### config.mk
export PLATFORM = sky130hd
export DESIGN_NAME = smv_merge
export DESIGN_NICKNAME = d
export VERILOG_FILES = /design/src/design/smv_pkg.sv /design/src/design/smv_merge.sv
export SDC_FILE = /design/constraint.sdc
export NUM_CORES = 1
export LEC_CHECK = 0
export ABC_AREA = 1
export CORE_AREA = 5 5 466 468
export DETAILED_ROUTE_END_ITERATION = 8
export DIE_AREA = 0 0 471 473
export DONT_BUFFER_PORTS = 1
export PLACE_DENSITY = 0.32
export SYNTH_ARGS = -nofsm -noshare
export SYNTH_HDL_FRONTEND = slang
export SYNTH_SLANG_ARGS = --single-unit
### constraint.sdc
create_clock -name clk -period 2.04 [get_ports clk]
set_clock_uncertainty 0.1 [all_clocks]
set_input_delay 0.306 -clock clk [delete_from_list [all_inputs] [get_ports clk]]
set_output_delay 0.306 -clock clk [all_outputs]
set_load 0.03 [all_outputs]
### src/design/smv_pkg.sv
// ----------------------------------------------------------------------------
// smv_pkg
// Shared types and constants for the complex 3x3 matrix times half spinor core.
// ----------------------------------------------------------------------------
package smv_pkg;

  // fixed point format of one complex part
  localparam int FRAC_BITS = 27;
  localparam int PART_W    = 32;
  localparam int WORD_W    = 2 * PART_W;
  localparam int PROD_W    = 2 * PART_W;
  // six products of at most 2^62 each plus the rounding bias
  localparam int ACC_W     = PROD_W + 3;
  localparam int N_TERMS   = 3;
  localparam int N_LANES   = 6;
  localparam int N_MWORDS  = 9;

  // rounding bias, half an lsb of the result
  localparam logic signed [ACC_W-1:0] RND_BIAS = ACC_W'(64'd1 << (FRAC_BITS - 1));

  // operation codes
  localparam logic OP_LOAD  = 1'b0;
  localparam logic OP_APPLY = 1'b1;

  typedef struct packed {
    logic              operation;
    logic [WORD_W-1:0] word_0;
    logic [WORD_W-1:0] word_1;
    logic [WORD_W-1:0] word_2;
    logic [WORD_W-1:0] word_3;
    logic [WORD_W-1:0] word_4;
    logic [WORD_W-1:0] word_5;
    logic [WORD_W-1:0] word_6;
    logic [WORD_W-1:0] word_7;
    logic [WORD_W-1:0] word_8;
  } in_item_t;

  typedef struct packed {
    logic [WORD_W-1:0] out_0;
    logic [WORD_W-1:0] out_1;
    logic [WORD_W-1:0] out_2;
    logic [WORD_W-1:0] out_3;
    logic [WORD_W-1:0] out_4;
    logic [WORD_W-1:0] out_5;
  } out_item_t;

  // per lane register enables
  typedef struct packed {
    logic mul_en;
    logic sum_en;
  } lane_ctl_t;

  typedef logic [N_TERMS-1:0][WORD_W-1:0] term_vec_t;
  typedef logic signed [ACC_W-1:0] acc_t;

endpackage

### src/design/smv_merge.sv
// ----------------------------------------------------------------------------
// smv_merge
// Rounds and saturates the lane sums and packs them into the output register.
// ----------------------------------------------------------------------------
module smv_merge (
  input  logic                clk,
  input  logic                load_en,
  input  smv_pkg::acc_t       lane_re [smv_pkg::N_LANES],
  input  smv_pkg::acc_t       lane_im [smv_pkg::N_LANES],
  output smv_pkg::out_item_t  out_item
);

  // round to nearest (ties up), then clamp to a signed 32-bit part
  function automatic logic [smv_pkg::PART_W-1:0] round_sat(input smv_pkg::acc_t a);
    smv_pkg::acc_t                                  t;
    smv_pkg::acc_t                                  q;
    logic [smv_pkg::ACC_W-smv_pkg::PART_W:0]        hi;
    logic [smv_pkg::PART_W-1:0]                     res;
    t  = a + smv_pkg::RND_BIAS;
    q  = t >>> smv_pkg::FRAC_BITS;
    hi = q[smv_pkg::ACC_W-1:smv_pkg::PART_W-1];
    if (hi == '0 || hi == '1) begin
      res = q[smv_pkg::PART_W-1:0];
    end else if (q[smv_pkg::ACC_W-1]) begin
      res = {1'b1, {(smv_pkg::PART_W-1){1'b0}}};
    end else begin
      res = {1'b0, {(smv_pkg::PART_W-1){1'b1}}};
    end
    return res;
  endfunction

  logic [smv_pkg::WORD_W-1:0] packed_w [smv_pkg::N_LANES];
  smv_pkg::out_item_t         item_r;

  // per lane rounding
  always_comb begin
    for (int l = 0; l < smv_pkg::N_LANES; l++) begin
      packed_w[l] = {round_sat(lane_re[l]), round_sat(lane_im[l])};
    end
  end

  // output register
  always_ff @(posedge clk) begin
    if (load_en) begin
      item_r.out_0 <= packed_w[0];
      item_r.out_1 <= packed_w[1];
      item_r.out_2 <= packed_w[2];
      item_r.out_3 <= packed_w[3];
      item_r.out_4 <= packed_w[4];
      item_r.out_5 <= packed_w[5];
    end
  end

  assign out_item = item_r;

endmodule

==> results.yml, run 1 <==
run_status:
  status: "complete, but fails checks"
  violations: "hold timing"
setup_path:
  cp-end-kind: "flop"
  worst-endpoint-arrival_ns: 2.34
  required_ns: 2.38
  critical_path.startpoint_type: "input port"
  critPathKind: "in2reg"
  critPathMaxFanout: 8
layout:
  largest_register_ffs: 384
  stdcell_area_sq_um: 45150
  layout_commonest_cell: "nand2_1"
  regArea_sq_um: 11530
  multi_input_area_sq_um: 16760
  mostFrequentLayoutCells: "1721 x nand2_1, 692 x buf_4, 575 x nor2_1, 409 x dlygate4sd3_1, 384 x edfxtp_1"
  nets: 6066
  area_growth_pct: 55.23
  drive_above_1_share_pct: 20.98
  fillers: 24177
logic_synthesis:
  synth_top_cell_by_area: "edfxtp_1"
  yosysSeqAreaShare_pct: 39.65
  synth_nets: 4915
  synth.distinct_cells: 34
  synth_cells: 4097
  syn_area_sq_um: 29080
  synth_seq_cells: 384
  avgSynthCellArea_sq_um: 7.099
  yosys-top-cells-area: "edfxtp_1 40%, nand2_1 23%, nor2_1 8.0%, xor2_1 6.1%, xnor2_1 5.1%"
  ys_warn_count: 0
  synth_top_area_share_pct: 39.65
sta:
  holdWs_ns: -0.2486
  finalHoldViolCount: 37
  period_share_pct: 98.04
  worstMarginPinSlew_ns: 1.135
  fin_ws_ns: 0.04006
  setup_viol: 0
  grt_setup_unrepaired: "yes"
  fmax_mhz: 500.0
  relSlewSlack_pct: 24.36
  fin_crit_ns: 2.000
  slew_viol_final: 0
drt:
  drcViolationCount: 0
  vias: 31518
  wl_mm: 177.0
  ant_nets: 0
  drt-wirelength-per-cell_um: 21.76
  first_pass_iters: 7
  avgViaCountPerCell: 3.874
  drt_iter0_drc: 1743
power:
  ir_drop_v: 0.0005901
  p_total_mw: 25.34
  p_leak_nw: 18.30
  power_density_nw_per_um2: 561.3
global_route:
  grt_usage_pct: 14.95
  antenna_found_initial: 10
  grt_pass1_vias: 32337
  grt_pass1_wl_mm: 241.7
  grt_overflow: 0
  grt_max_degree: 385
clocking:
  clkTransAtPathRegs_ns: 0.06
  h-tree-depth: 2
  cts-hold-fix-buffers: 424
  cts_sinks: 384
  cts_buffer_depth: 3
  root_buffer: "clkbuf_16"
  cts_buffers: 57
  cts_tree: "yes"
min_path:
  hp-class: "in2reg"
place:
  pre_cts_ws_ns: -0.5166
  dpl-instance-area_sq_um: 38170
  port_buffers: 0
  place_congestion: 0.8798
  dp_hpwl_mm: 137.6
floorplan:
  die_x_um: 471
  core_area_sq_um: 213100
  start_util_pct: 13.65
  rows: 170
  die_y_um: 473
  ios: 1190
  die-area_sq_um: 222800
job:
  drv_cap: 0
layout make-up:
class                   count  area share (%)
well taps                2838           7.865
repair buffers           1165           23.18
flip-flops and latches    384           25.54
clock buffers              63           3.256
diodes                      3         0.01663
multi-input cells        3394           37.13
clock inverters            43          0.9700
inverters                 246           2.045
critical path, stage by stage:
cell           delay, ns
dlygate4sd3_1       0.55
inv_2               0.06
nor3_4              0.17
buf_4               0.13
nand2_1             0.09
nor2_2              0.12
nand3_1             0.13
a21oi_2             0.16
nand4_1             0.16
nand2_4             0.20
buf_12              0.16
nand2_1             0.09
logic make-up (layout without fill, tap and decap cells):
| group | after synthesis | in the layout | share of synthesized area [%] |
|---|---|---|---|
| fa+ha+maj | 12 | 12 | 0.5162 |
| compound gates | 40 | 40 | 0.6883 |
| xor+xnor | 374 | 374 | 11.34 |
| other cells | 0 | 3 | 0 |
| buf+inv | 319 | 1517 | 5.016 |
| simple gates | 2968 | 2968 | 42.79 |
| flops | 384 | 384 | 39.65 |
synthesized netlist by cell type:
master    count
nor3_2        3
nand3b_4      1
xor2_1      201
buf_12        3
and2_0        1
buf_4        30
o21ai_0      24
nand3b_1     32
nor3_4        1
nor3b_1       1
nor2_2       46
nand2_2      52
xor2_2        2
edfxtp_1    384
and3_1        2
nor2_1      623
xnor2_2       1
nor2_4       15
xnor2_1     170
a21oi_1       3
nand3_2      21
nand4_1      78
inv_1       236
nand3_1     247
o21ai_1      13
nand2_1    1754
inv_2        10
buf_6         8
nor3_1       80
buf_2        32
nor4_1        1
ha_1         12
nand2_4       1
and2_1        9
where the power goes:
group          leakage [nW]  switching (mW)  total [mW]  internal [mW]
Clock                 0.924            4.43        10.4           5.99
Sequential             3.77            1.96        11.5           9.51
Combinational          13.6            1.74        3.45           1.71
worst paths after layout:
path,startpoint,endpoint,slack [ns],cells after the start
setup / recovery,lane_re[117],out_item[113],0.04,12
hold / removal,load_en,out_item[18],-0.25,0
per-layer routing:
layer  vias up  global-route usage, %  wire (um)
met5         -                      0          7
met4         2                  4.115       5106
met3       180                  5.842      16370
met2      1054                  26.59      86640
met1     14818                  16.53      68880
li1      15464                      -          -
through the flow:
stage,std cells,setup TNS (ns),util [%]
after floorplan,4097,-0.3684,-
after global placement,7575,-127.04,17.91
final,8136,0,21.18
after global routing,8135,-0.3595,21.18
after CTS,8105,0,20.80
after detailed placement,7575,-127.41,17.91
timing repair:
action / CTS / global route
buffers inserted: 0 / 13
resized for setup: 0 / 108
endpoints found under the hold margin: 767 / 256
setup endpoints to repair: 0 / 248
No activity file was read; power rests on OpenSTA's default activity.
==> run 2, diff against run 1 <==
PLACE_DENSITY = 0.31   (was 0.32)
clock period = 2.1 ns   (was 2.04 ns; I/O delays follow)
==> run 2 against run 1 <==
The run still ends with hold timing left; via count is 1.6% lower; cell count is 0.54% lower; first-iteration DRC count is 7.1% higher; critical path depth is 1 higher; combinational power is 4% lower; die area stayed put; clock-buffer cell count is 3 higher; total power is 3.2% lower; flip-flop and latch count stayed put; highest routed layer unchanged.
==> results.yml, run 2 (same netlist as run 1, synthesis figures left out) <==
run_status:
  status: "complete, but fails checks"
  violations: "hold timing"
power:
  ir_drop_v: 0.0006186
  power_density_nw_per_um2: 556.1
  p_leak_nw: 17.83
sta:
  relSlewSlack_pct: 12.19
  period_share_pct: 97.33
  finalHoldViolCount: 59
  fmax_mhz: 489.3
  holdWs_ns: -0.3163
  slew_viol_final: 0
  setup_viol: 0
  fin_crit_ns: 2.044
  worstMarginPinSlew_ns: 1.317
layout:
  largest_register_ffs: 384
  fillers: 24233
  mostFrequentLayoutCells: "1741 x nand2_1, 671 x buf_4, 603 x nor2_1, 403 x dlygate4sd3_1, 384 x edfxtp_1"
  area_growth_pct: 51.61
  nets: 6013
  drive_above_1_share_pct: 18.85
  stdcell_area_sq_um: 44090
  layout_commonest_cell: "nand2_1"
  stdcell_count: 8092
floorplan:
  ios: 1190
  start_util_pct: 13.65
  core_area_sq_um: 213100
  die-area_sq_um: 222800
  die_y_um: 473
  rows: 170
  die_x_um: 471
min_path:
  worstHoldPathCells: 0
  hp-class: "in2reg"
job:
  drv_cap: 0
clocking:
  clkTransAtPathRegs_ns: 0.06
  root_buffer: "clkbuf_16"
  cts_buffer_depth: 3
  h-tree-depth: 2
  cts-hold-fix-buffers: 408
  cts_buffers: 56
  cts_sinks: 384
  cts_tree: "yes"
setup_path:
  critPathKind: "in2reg"
  critical_path.startpoint_type: "input port"
  required_ns: 2.41
  setup.worst_path.end: "out_item[350]"
  critPathMaxFanout: 16
  worst-endpoint-arrival_ns: 2.35
  cp-end-kind: "flop"
  cp-startpoint: "lane_im[363]"
place:
  place_congestion: 0.8819
  dpl-instance-area_sq_um: 37780
  port_buffers: 0
  placedCellCount: 7563
  dp_hpwl_mm: 138.9
global_route:
  grt_pass1_vias: 32062
  grt_usage_pct: 15.11
  grt_max_degree: 385
  grt_pass1_wl_mm: 243.5
  grt_overflow: 0
  antenna_found_initial: 13
drt:
  vias: 31012
  drt-wirelength-per-cell_um: 21.87
  drcViolationCount: 0
  first_pass_iters: 5
  ant_nets: 0
  drt_iter0_drc: 1867
  avgViaCountPerCell: 3.832
  wl_mm: 177.0
[run 2: area by class of cell]
| class | count | area, sq um | area share, % |
|---|---|---|---|
| clock inverter | 39 | 441.7 | 1.002 |
| inverter | 246 | 923.4 | 2.094 |
| timing repair buffer | 1113 | 9808 | 22.24 |
| clock buffer | 66 | 1460 | 3.311 |
| multi-input combinational | 3394 | 16350 | 37.08 |
| sequential | 384 | 11530 | 26.15 |
| tap | 2838 | 3551 | 8.053 |
| antenna | 12 | 30.03 | 0.06810 |
[run 2: where the power goes]
group          switching [mW]  leakage, nW  internal, mW  total (mW)
sequential               1.83         3.77          9.24        11.1
combinational            1.74         13.2          1.58        3.32
clock                    4.19        0.910          5.94        10.1
[run 2: metal layers]
layer	track usage (%)	vias up	routed length (um)
li1	-	15356	-
met1	16.86	14470	69330
met2	26.04	998	84250
met3	6.264	186	17170
met4	4.913	2	6232
met5	0	-	13
[run 2: through the flow]
stage / power (mW) / TNS, ns / utilization [%] / worst slack [ns]
final: 24.52 / 0 / 20.69 / 0.05605
after global routing: 25.67 / -0.01325 / 20.68 / -0.01325
after CTS: 25.05 / 0 / 20.54 / 0.01440
after detailed placement: 13.66 / -129.99 / 17.73 / -0.5674
after global placement: 13.71 / -130.38 / 17.73 / -0.5856
after floorplan: 12.20 / -0.4803 / - / -0.01601
[run 2: critical path: stages]
cell and delay (ns):
dlygate4sd3_1 0.54, nand3_2 0.10, nor2_2 0.16, nand3_2 0.13
nor2_4 0.15, nand3_1 0.08, nand2_1 0.09, nand2_1 0.06
nor2_1 0.14, nand3_2 0.14, nand2_2 0.13, buf_12 0.16
nand2_1 0.13
[run 2: worst min path at each step]
stage | start | endpoint
finish | load_en | out_item[27]
global route | load_en | out_item[27]
CTS | load_en | out_item[27]
detailed placement | load_en | out_item[27]
global placement | load_en | out_item[23]
floorplan | load_en | out_item[0]
[run 2: timing repair]
action | in CTS | in global routing
resized for setup | 0 | 50
endpoints found under the setup margin | 0 | 152
hold endpoints to repair | 709 | 201
setup buffers | 0 | 1
